--- config.mk ---
export PLATFORM = sky130hd
export DESIGN_NAME = edram_tile_region_calc_unit_flat
export DESIGN_NICKNAME = d
export VERILOG_FILES = /design/src/hdl/ert_pkg.sv /design/src/hdl/ert_stream_if.sv /design/src/hdl/edram_tile_region_calc_unit.sv /design/src/hdl/ert_div_cell.sv /design/src/flat_wrapper.sv
export SDC_FILE = /design/constraint.sdc
export NUM_CORES = 1
export LEC_CHECK = 0
export ABC_AREA = 1
export BUFFER_PORTS_ARGS = -buffer_cell sky130_fd_sc_hd__buf_4
export CORE_MARGIN = 4
export CORE_UTILIZATION = 45
export CTS_BUF_LIST = sky130_fd_sc_hd__clkbuf_8 sky130_fd_sc_hd__clkbuf_16
export DETAILED_ROUTE_END_ITERATION = 16
export SYNTH_ARGS = -nofsm -noshare
export SYNTH_HDL_FRONTEND = slang
export SYNTH_SLANG_ARGS = --single-unit
--- constraint.sdc ---
create_clock -name clk -period 1.92 [get_ports clk]
set_input_delay 0 -clock clk [delete_from_list [all_inputs] [get_ports clk]]
set_output_delay 0 -clock clk [all_outputs]
set_load 0.1 [all_outputs]
--- src/hdl/ert_pkg.sv ---
// Package with the item types, constants and helper functions of the tile region calculator.
package ert_pkg;

  localparam int unsigned STORE_TILES = 2048;
  localparam int unsigned TILE_TEXELS_WIDE = 80;
  localparam int unsigned HEIGHT_CAP = 2560;
  localparam int unsigned QUO_BITS = 12;

  typedef struct packed {
    logic        fmt_wide;
    logic [1:0]  msaa_level;
    logic [11:0] base_offset_tiles;
    logic [12:0] row_stride;
    logic [12:0] rect_x;
    logic [12:0] rect_y;
    logic [12:0] rect_width;
    logic [12:0] rect_height;
  } req_t;

  typedef struct packed {
    logic        region_ok;
    logic [14:0] adj_x;
    logic [14:0] adj_y;
    logic [14:0] adj_width;
    logic [14:0] adj_height;
    logic [10:0] add_offset_tiles;
    logic [9:0]  extent_width_tiles;
    logic [11:0] extent_height_tiles;
    logic [9:0]  stride_tiles;
    logic [11:0] max_height_px;
  } rsp_t;

  // Region description that travels down the divider chain.
  typedef struct packed {
    logic        bad;
    logic        clamp;
    logic        fmt64;
    logic        hp;
    logic [9:0]  top;
    logic [8:0]  left;
    logic [9:0]  wtiles;
    logic [11:0] htiles;
    logic [9:0]  ptiles;
    logic [10:0] add;
  } job_t;

  // One restoring division in flight.
  typedef struct packed {
    logic [9:0]  rem;
    logic [11:0] num;
    logic [11:0] quo;
  } lane_t;

  typedef struct packed {
    job_t  job;
    lane_t a;
    lane_t b;
  } cell_t;

  // Divide by the tile width of 80 texels: a shift by four bits, then a reciprocal of 5.
  function automatic logic [9:0] div80(input logic [16:0] v);
    logic [31:0] p;
    p = {19'd0, v[16:4]} * 32'd52429;
    return p[27:18];
  endfunction

endpackage

--- src/hdl/ert_stream_if.sv ---
// Valid/ready stream interface that carries one item per handshake.
interface ert_stream_if #(parameter type T = logic);
  logic valid;
  logic ready;
  T     data;

  modport source(output valid, output data, input ready);
  modport sink(input valid, input data, output ready);
endinterface

--- src/hdl/edram_tile_region_calc_unit.sv ---
// Top level of the EDRAM tile region calculator.
// The unit takes one request item per cycle unless the pipeline stalls, and returns one
// result item per request, in order. Three front stages scale the rectangle, snap it to
// tiles and form the tile offset and the area products; a chain of 12 divider cells
// then produces one quotient bit per cell for the clamped height and the height limit,
// and an output register holds the result.
// Every stage stalls only when the stage after it is full and held.
module edram_tile_region_calc_unit (
  input logic clk,
  input logic rst,
  ert_stream_if.sink   req,
  ert_stream_if.source rsp
);
  import ert_pkg::*;

  // Stage valids and the ready chain.
  logic v1, v2, v3, ov;
  logic r1, r2, r3, ro;
  logic [QUO_BITS-1:0] cv;
  logic [QUO_BITS-1:0] crdy;
  cell_t cd [QUO_BITS];
  cell_t c_in;

  always_comb begin
    ro = !ov || rsp.ready;
    crdy[QUO_BITS-1] = !cv[QUO_BITS-1] || ro;
    for (int i = QUO_BITS - 2; i >= 0; i--) begin
      crdy[i] = !cv[i] || crdy[i+1];
    end
    r3 = !v3 || crdy[0];
    r2 = !v2 || r3;
    r1 = !v1 || r2;
  end

  assign req.ready = r1;
  assign rsp.valid = ov;

  // Stage 1: the accepted request item.
  req_t s1;

  always_ff @(posedge clk) begin
    if (rst) begin
      v1 <= 1'b0;
    end else if (r1) begin
      v1 <= req.valid;
    end
  end

  always_ff @(posedge clk) begin
    if (r1) begin
      s1 <= req.data;
    end
  end

  // Scale to texels and snap outward to whole tiles.
  logic        bad_c;
  logic        hp_c;
  logic [1:0]  wp_c;
  logic [14:0] xs_c, ws_c, ps_c, ys_c, hs_c;
  logic [9:0]  left_c, right_c, pt_c, wt_c, top_c;
  logic [11:0] bottom_c;

  always_comb begin
    bad_c = (s1.base_offset_tiles >= 12'(STORE_TILES)) || (s1.row_stride == 13'd0) ||
            (s1.rect_width == 13'd0) || (s1.rect_height == 13'd0) ||
            (s1.rect_x >= s1.row_stride);
    hp_c = (s1.msaa_level != 2'd0);
    wp_c = {1'b0, s1.fmt_wide} + {1'b0, s1.msaa_level >= 2'd2};
    xs_c = {2'b0, s1.rect_x} << wp_c;
    ws_c = {2'b0, s1.rect_width} << wp_c;
    ps_c = {2'b0, s1.row_stride} << wp_c;
    ys_c = {2'b0, s1.rect_y} << hp_c;
    hs_c = {2'b0, s1.rect_height} << hp_c;
    left_c = div80({2'b0, xs_c});
    right_c = div80({2'b0, xs_c} + {2'b0, ws_c} + 17'(TILE_TEXELS_WIDE - 1));
    pt_c = div80({2'b0, ps_c} + 17'(TILE_TEXELS_WIDE - 1));
    top_c = ys_c[13:4];
    bottom_c = 12'(({1'b0, ys_c} + {1'b0, hs_c} + 16'd15) >> 4);
    wt_c = right_c - left_c;
    if (wt_c > pt_c) begin
      wt_c = pt_c;
    end
  end

  // Stage 2: tile coordinates.
  logic        bad2, fmt2, hp2;
  logic [11:0] base2;
  logic [9:0]  top2, wt2, pt2;
  logic [8:0]  left2;
  logic [11:0] ht2;

  always_ff @(posedge clk) begin
    if (rst) begin
      v2 <= 1'b0;
    end else if (r2) begin
      v2 <= v1;
    end
  end

  always_ff @(posedge clk) begin
    if (r2) begin
      bad2 <= bad_c;
      fmt2 <= s1.fmt_wide;
      hp2 <= hp_c;
      base2 <= s1.base_offset_tiles;
      top2 <= top_c;
      left2 <= left_c[8:0];
      wt2 <= wt_c;
      pt2 <= pt_c;
      ht2 <= bottom_c - {2'b0, top_c};
    end
  end

  // Stage 3: offset of the region start and the area in tiles.
  logic        bad3, fmt3, hp3;
  logic [11:0] base3;
  logic [9:0]  top3, wt3, pt3;
  logic [8:0]  left3;
  logic [11:0] ht3;
  logic [19:0] add3, prod3;

  always_ff @(posedge clk) begin
    if (rst) begin
      v3 <= 1'b0;
    end else if (r3) begin
      v3 <= v2;
    end
  end

  always_ff @(posedge clk) begin
    if (r3) begin
      bad3 <= bad2;
      fmt3 <= fmt2;
      hp3 <= hp2;
      base3 <= base2;
      top3 <= top2;
      left3 <= left2;
      wt3 <= wt2;
      pt3 <= pt2;
      ht3 <= ht2;
      add3 <= 20'({10'd0, top2} * {10'd0, pt2}) + {11'd0, left2};
      prod3 <= 20'({8'd0, ht2} * {10'd0, pt2});
    end
  end

  // Check the region against the store end and load the divider chain.
  logic [20:0] start_c;

  always_comb begin
    start_c = {9'd0, base3} + {1'b0, add3};
    c_in.job.bad = bad3 || (start_c >= 21'(STORE_TILES));
    c_in.job.clamp = (start_c + {1'b0, prod3}) > 21'(STORE_TILES);
    c_in.job.fmt64 = fmt3;
    c_in.job.hp = hp3;
    c_in.job.top = top3;
    c_in.job.left = left3;
    c_in.job.wtiles = wt3;
    c_in.job.htiles = ht3;
    c_in.job.ptiles = pt3;
    c_in.job.add = add3[10:0];
    c_in.a.rem = 10'd0;
    c_in.a.num = 12'(STORE_TILES) - start_c[11:0];
    c_in.a.quo = 12'd0;
    c_in.b.rem = 10'd0;
    c_in.b.num = 12'(STORE_TILES) - base3;
    c_in.b.quo = 12'd0;
  end

  // Divider chain, one quotient bit per cell.
  for (genvar g = 0; g < QUO_BITS; g++) begin : g_cell
    if (g == 0) begin : g_first
      ert_div_cell u_cell (
        .clk  (clk),
        .rst  (rst),
        .en   (crdy[g]),
        .in_v (v3),
        .in_d (c_in),
        .out_v(cv[g]),
        .out_d(cd[g])
      );
    end else begin : g_next
      ert_div_cell u_cell (
        .clk  (clk),
        .rst  (rst),
        .en   (crdy[g]),
        .in_v (cv[g-1]),
        .in_d (cd[g-1]),
        .out_v(cv[g]),
        .out_d(cd[g])
      );
    end
  end

  // Assemble the result item from the finished quotients.
  job_t        fj;
  logic [11:0] qa, qb, ht_f;
  logic        ok_f;
  logic [15:0] ax_f, aw_f, ah_f, mh_f;
  rsp_t        res;

  always_comb begin
    fj = cd[QUO_BITS-1].job;
    qa = cd[QUO_BITS-1].a.quo;
    qb = cd[QUO_BITS-1].b.quo;
    ht_f = fj.clamp ? qa : fj.htiles;
    ok_f = !fj.bad && !(fj.clamp && (qa == 12'd0));
    ax_f = ({7'd0, fj.left} << 6) + ({7'd0, fj.left} << 4);
    aw_f = ({6'd0, fj.wtiles} << 6) + ({6'd0, fj.wtiles} << 4);
    if (fj.fmt64) begin
      ax_f = ax_f >> 1;
      aw_f = aw_f >> 1;
    end
    ah_f = {ht_f, 4'd0};
    mh_f = fj.hp ? {1'b0, qb, 3'd0} : {qb, 4'd0};
    if (mh_f > 16'(HEIGHT_CAP)) begin
      mh_f = 16'(HEIGHT_CAP);
    end
    res = '0;
    if (ok_f) begin
      res.region_ok = 1'b1;
      res.adj_x = ax_f[14:0];
      res.adj_y = {1'b0, fj.top, 4'd0};
      res.adj_width = aw_f[14:0];
      res.adj_height = ah_f[14:0];
      res.add_offset_tiles = fj.add;
      res.extent_width_tiles = fj.wtiles;
      res.extent_height_tiles = ht_f;
      res.stride_tiles = fj.ptiles;
      res.max_height_px = mh_f[11:0];
    end
  end

  // Output register.
  always_ff @(posedge clk) begin
    if (rst) begin
      ov <= 1'b0;
    end else if (ro) begin
      ov <= cv[QUO_BITS-1];
    end
  end

  always_ff @(posedge clk) begin
    if (ro) begin
      rsp.data <= res;
    end
  end
endmodule

--- src/hdl/ert_div_cell.sv ---
// One cell of the divider chain: a quotient bit for both divisions per cycle while enabled.
module ert_div_cell (
  input  logic          clk,
  input  logic          rst,
  input  logic          en,
  input  logic          in_v,
  input  ert_pkg::cell_t in_d,
  output logic          out_v,
  output ert_pkg::cell_t out_d
);
  import ert_pkg::*;

  cell_t step;

  function automatic lane_t lane_step(input lane_t l, input logic [9:0] d);
    logic [10:0] t;
    logic [10:0] dd;
    lane_t r;
    t = {l.rem, l.num[11]};
    dd = {1'b0, d};
    r.num = {l.num[10:0], 1'b0};
    if (t >= dd) begin
      r.rem = 10'(t - dd);
      r.quo = {l.quo[10:0], 1'b1};
    end else begin
      r.rem = t[9:0];
      r.quo = {l.quo[10:0], 1'b0};
    end
    return r;
  endfunction

  // Shift one numerator bit into each remainder and subtract where it fits.
  always_comb begin
    step.job = in_d.job;
    step.a = lane_step(in_d.a, in_d.job.ptiles);
    step.b = lane_step(in_d.b, in_d.job.ptiles);
  end

  always_ff @(posedge clk) begin
    if (rst) begin
      out_v <= 1'b0;
    end else if (en) begin
      out_v <= in_v;
    end
  end

  always_ff @(posedge clk) begin
    if (en) begin
      out_d <= step;
    end
  end
endmodule
--- src/flat_wrapper.sv ---
// flat-port wrapper written by rule: the top's interface ports become plain ports
module edram_tile_region_calc_unit_flat import ert_pkg::*;
  (clk, rst, req_valid, req_data, req_ready, rsp_valid, rsp_data, rsp_ready);
  ert_stream_if req_i ();
  ert_stream_if rsp_i ();
  input logic clk;
  input logic rst;
  input wire logic [$bits(req_i.valid)-1:0] req_valid;
  input wire logic [$bits(req_i.data)-1:0] req_data;
  output wire logic [$bits(req_i.ready)-1:0] req_ready;
  output wire logic [$bits(rsp_i.valid)-1:0] rsp_valid;
  output wire logic [$bits(rsp_i.data)-1:0] rsp_data;
  input wire logic [$bits(rsp_i.ready)-1:0] rsp_ready;
  assign req_i.valid = req_valid;
  assign req_i.data = req_data;
  assign req_ready = req_i.ready;
  assign rsp_valid = rsp_i.valid;
  assign rsp_data = rsp_i.data;
  assign rsp_i.ready = rsp_ready;
  edram_tile_region_calc_unit u_core (.clk(clk), .rst(rst), .req(req_i), .rsp(rsp_i));
endmodule
==> out/qor.txt, run 1 <==
outcome: finished, final reports clean
Ports: 8
Longest Clk Path Bufs: 2
WL/cell: 9.68 um
largest net degree at the start of global routing: 17
Sw Share: 0.199
n_diodes: 0
Starting DRT DRC Count: 1
R2R Path Start: u_core.g_cell[10].g_next.u_cell.out_v
period utilization: 0.948
final net count: 87
clock skew: 0.00231 ns
Hold Buf Count CTS: 0
HP Start: req_valid
R2R depth: 9
Clock Sink Count: 16
#FFs+latches synth: 16
CP Class: register to primary output
Die W: 45.3 um
Reg2Reg Capture Point: u_core.v1
H-tree depth: 1
CP endpoint kind: primary output
final slew viol count: 0
commonest non-fill, non-tap cell in the layout: dfxtp_1
Post-Syn Area: 624 um2
fin crit period: 1.82 ns
unique cell type count in the Yosys netlist: 18
worst hold path cell count: 3
gr ovfl total: 0
final setup fails: 0
Clock transition at path regs: 0.06 ns
root buf cell: clkbuf_8
core box area: 1300 um2
share of total power in the clock network: 0.445
Routed WL: 929 um
via count: 440
dpl hpwl: 625 um
Initial DRT Pass Iterations: 3
startpoint types: register
FP Rows: 13
fmax: 549 MHz
DRC Markers: 0
clk_lat worst skew: 0.25 ns
vias in the first global route: 367
Area Overhead vs Synth: 28.7%
design area: 803 um2
dpl ws: 0.294 ns
Hold Crit Class: primary input to register
final core occ: 0.617
Avg Cell Area, Syn: 9.18 um2
Flop pwr share: 0.518
# port buffers: 5
wire length of the first global-routing pass: 1440 um
R2R setup slack: 0.23 ns
Syn Inst Count: 68
FILL cells: 117
initial core utilization: 0.480
Worst EP required: 1.92 ns
crit path max fanout: 3
GPL Wtd Cong: 0.679
Seq/Total Area, Yosys: 0.513
synth warn: 0
peak supply drop: 0.000506 V
initial antenna violation count: 0
CTS tree: done
final setup margin: 0.0994 ns
via/cell ratio: 4.58
CP arrival: 1.82 ns
NetSw: 0.130 mW
final hold violation count: 0
Syn Nets: 73
most frequent cells in the layout: dfxtp_1, a21oi_1, inv_1, buf_4, nor2_1
TritonCTS Buffers: 3
fraction of layout cells with a size suffix above 1: 0.358
Synth top area share: 0.513
GR Util All Layers: 0.106
max_cap viols: 0
Cell Pwr Density: 812 nW/um2
internal power: 0.522 mW
worst hold path endpoint: u_core.v1
Yosys top cell by area: dfxtp_1
register area: 327 um2
placed cell area: 673 um2
synth top area cells: dfxtp_1, a21oi_1, nand4_4
die height: 45.3 um
multi-input logic area: 253 um2
die area: 2050 um2
antenna-violating nets left: 0
Leakage: 0.347 nW
Comb pwr share: 0.037
==> synth_stat cells <==
library cell	instances
nand4_2	2
nor3_2	1
inv_2	1
clkbuf_1	1
clkinv_2	2
a21oi_2	1
inv_1	10
nand3_1	3
a21oi_1	11
nand4_4	2
nor2_1	9
dfxtp_1	16
buf_4	1
o21ba_1	1
clkinv_1	1
nor2_4	2
nand2_1	3
conb_1	1
==> layout make-up <==
type / count / share of cell area
Sequential cell: 16 / 0.407
Timing Repair Buffer: 11 / 0.118
Multi-Input combinational cell: 36 / 0.315
Inverter: 14 / 0.0685
Tap cell: 15 / 0.0234
Clock buffer: 4 / 0.0685
==> kinds of logic (layout without fill, tap and decap cells) <==
group,after synthesis,count (layout),synth area share
AND/OR/NAND/NOR,22,22,0.256
flip-flops,16,16,0.513
buffers and inverters,16,29,0.106
AO/OA/AOI/OAI,13,13,0.118
other,1,1,0.00601
==> stage by stage <==
| stage | TNS [ns] | hold slack (ns) | total power [mW] | instances |
|---|---|---|---|---|
| global route | -0.0254 | 0.0296 | 0.681 | 96 |
| CTS | 0 | 0.00884 | 0.664 | 90 |
| global placement | 0 | 0.258 | 0.369 | 86 |
| detailed placement | 0 | 0.276 | 0.369 | 86 |
| floorplan | -0.125 | 0.0624 | 0.362 | 68 |
| finish | 0 | 0.0153 | 0.652 | 96 |
==> state kept, by name, summed over array words and instances (netlist names) <==
register and cells:
u_core.g_cell.g_next.u_cell.out_v 11, u_core.v1 1, u_core.rsp.valid 1, u_core.g_cell.g_first.u_cell.out_v 1, u_core.v2 1, u_core.v3 1
==> worst max-delay path by stage <==
stage | from | end | slack, ns | depth (start not counted)
floorplan | u_core.rsp.valid | u_core.v1 | -0.12 | 8
global placement | u_core.g_cell[11].g_next.u_cell.out_v | req_ready | 0.32 | 8
detailed placement | u_core.g_cell[11].g_next.u_cell.out_v | req_ready | 0.29 | 8
CTS | u_core.g_cell[11].g_next.u_cell.out_v | req_ready | 0.02 | 8
global route | u_core.g_cell[10].g_next.u_cell.out_v | req_ready | -0.03 | 8
finish | u_core.g_cell[10].g_next.u_cell.out_v | req_ready | 0.1 | 8
==> worst max-delay path, cell delays in order (launching register included) <==
cell and delay [ns]:
dfxtp_2 0.34, nand4_4 0.12, nor3_4 0.20, nand4_2 0.16
nor2_4 0.17, nand4_4 0.11, nor2_4 0.17, nand4_4 0.11
buf_12 0.19
==> timing repair <==
action,in CTS,in global routing
gates resized for setup,0,7
buffers inserted,0,6
setup endpoints to repair,0,1
==> per-layer routing <==
metal	global-route usage	up-vias	share of wire
met5	0	-	0
met2	0.150	5	0.46
met3	0.0478	4	0.045
met4	0.0877	0	0.025
met1	0.120	192	0.47
li1	-	239	-
==> power groups by stage <==
stage	Clock [mW]	Combinational [mW]	Sequential [mW]
after CTS	0.302	0.0241	0.338
after detailed placement	0	0.0242	0.345
final	0.290	0.0243	0.338
after global placement	0	0.0237	0.345
after floorplan	0	0.0179	0.344
after global routing	0.316	0.0264	0.338
Note: power is estimated with default switching activity, not from simulation.
==> run 2: changes to the inputs <==
- CORE_ASPECT_RATIO: not set -> 1.4
- SYNTH_HIERARCHICAL: not set -> 1
==> run 2 against run 1 <==
Sequential share of layout area decreased by 3.9 points; critical path type unchanged; combinational power decreased by 2%; utilization decreased by 4.8 points; clock power decreased by 17%; first-iteration DRC count increased to 3.0 times the previous value; clock-buffer cell count decreased by 1; via count increased by 12%; critical path depth unchanged.
==> out/qor.txt, run 2 <==
outcome: finished, final reports clean
core box area: 1570 um2 (+21%)
FP Rows: 17 (+4)
# port buffers: 5 (unchanged)
slowest CP cell: dfxtp_4
commonest non-fill, non-tap cell in the layout: inv_1
Final TNS setup: 0 ns (unchanged)
via/cell ratio: 4.52 (-1.3%)
TritonCTS Buffers: 3 (unchanged)
CP endpoint kind: primary output
most frequent cells in the layout: inv_1, nor2_1, dfxtp_1
GR Util All Layers: 0.0985 (-0.00732)
root buf cell: clkbuf_8
via count: 493 (+12%)
Post-Layout Cell Count: 109 (+14%)
clock skew: 0.000838 ns (-0.00147 ns)
Syn Nets: 83 (+14%)
Hold Crit Class: primary input to register
worst path cell trace: nand4_4 -> nor3_4 -> nand4_4 -> nor2_4 -> nand4_4 -> nor2_4 -> nand4_4 -> buf_12
gr ovfl total: 0 (unchanged)
n_diodes: 0 (unchanged)
Longest Clk Path Bufs: 2 (unchanged)
WL/cell: 9.26 um (-4.3%)
DRC Markers: 0 (unchanged)
initial core utilization: 0.468 (-0.0116)
unrepaired setup endpoints after global routing: yes
largest net degree at the start of global routing: 17 (unchanged)
total power: 0.601 mW (-7.8%)
period utilization: 0.973 (+0.0245)
CP bufs+invs: 1 (unchanged)
die area: 2360 um2 (+15%)
fraction of layout cells with a size suffix above 1: 0.267 (-0.0914)
startpoint types: register
CP Class: register to primary output
crit path max fanout: 4 (+1)
peak supply drop: 0.000379 V (-25%)
antenna-violating nets left: 0 (unchanged)
WHS: 0.0132 ns (-0.00208 ns)
max_cap viols: 0 (unchanged)
CTS tree: done
GPL Wtd Cong: 0.615 (-9.4%)
Area Overhead vs Synth: 21.6%
final slew viol count: 0 (unchanged)
slowest stage delay, CP: 0.37 ns (+0.03 ns)
Cell Pwr Density: 671 nW/um2 (-17%)
Initial DRT Pass Iterations: 2 (-1)
synth warn: 6 (+6)
Clock transition at path regs: 0.06 ns (about the same)
dpl hpwl: 720 um (+15%)
Syn Inst Count: 78 (+15%)
final net count: 96 (+10%)
Worst EP required: 1.92 ns (about the same)
fmax: 535 MHz (-2.5%)
final hold violation count: 0 (unchanged)
wire length of the first global-routing pass: 1830 um (+27%)
Hold Buf Count CTS: 0 (unchanged)
Avg Cell Area, Syn: 9.45 um2 (+2.9%)
Clock Sink Count: 16 (unchanged)
CP most frequent cell: nand4_4
max reg flops: 11 (unchanged)
vias in the first global route: 463 (+26%)
Largest Register: u_core/g_cell.g_next.u_cell/out_v
final setup fails: 0 (unchanged)
delay-heaviest family, CP: simple AND/OR/NAND/NOR gates
Ports: 8 (unchanged)
Starting DRT DRC Count: 3 (+2)
Die W: 42.2 um (-6.7%)
Post-Syn Area: 737 um2 (+18%)
die height: 55.9 um (+23%)
Post-Place Cells: 101 (+17%)
CP arrival: 1.87 ns (+0.05 ns)
Leakage: 0.460 nW (+33%)
clk_lat worst skew: 0.24 ns (about the same)
initial antenna violation count: 0 (unchanged)
Routed WL: 1010 um (+8.6%)
fin crit period: 1.87 ns (+0.0471 ns)
H-tree depth: 1 (unchanged)
-- run 2: where the power goes --
group,switching [mW],total [mW],internal [mW]
Clock,0.0997,0.241,0.141
Combinational,0.0173,0.0238,0.00648
Sequential,0.00414,0.337,0.333
-- run 2: tightest hold or removal path: stages --
cell and delay, ns:
buf_4 0.11, inv_1 0.05, a21oi_2 0.05
-- run 2: path summary, 6_finish.rpt --
path | cells past startpoint | slack (ns) | endpoint | start
setup / recovery | 8 | 0.05 | req_ready | u_core/rsp.valid
hold reg to reg | 2 | 0.49 | u_core/v2 | u_core/v1
setup reg to reg | 9 | 0.17 | u_core/v1 | u_core/rsp.valid
hold / removal | 3 | 0.01 | u_core/v1 | req_valid
-- run 2: cell type report --
| class | count | area, um2 |
|---|---|---|
| fillers | 160 | 678 |
| multi-input cells | 45 | 358 |
| flip-flops and latches | 16 | 329 |
| repair buffers | 9 | 80.1 |
| inverters | 16 | 60.1 |
| clock buffers | 3 | 41.3 |
| well taps | 19 | 23.8 |
| clock inverters | 1 | 3.75 |
-- run 2: what timing repair did --
item,4_1_cts,5_1_grt
gates resized for setup,1,5
setup buffers,0,4
pin swaps,0,5
setup endpoints to repair,1,1
-- run 2: through the flow --
step / util / instance area [um2] / worst slack (ns)
finish: 0.569 / 896 / 0.0523
global route: 0.569 / 896 / -0.0930
CTS: 0.541 / 852 / 0.0174
detailed placement: 0.510 / 803 / 0.219
global placement: 0.510 / 803 / 0.235
floorplan: - / 749 / -0.155
-- run 2: layer usage --
metal | wire, um | GRT usage | share of wire
met1 | 440 | 0.114 | 0.44
met3 | 34 | 0.0291 | 0.034
met5 | 0 | 0 | 0
met2 | 523 | 0.159 | 0.52
met4 | 10 | 0.0533 | 0.0099
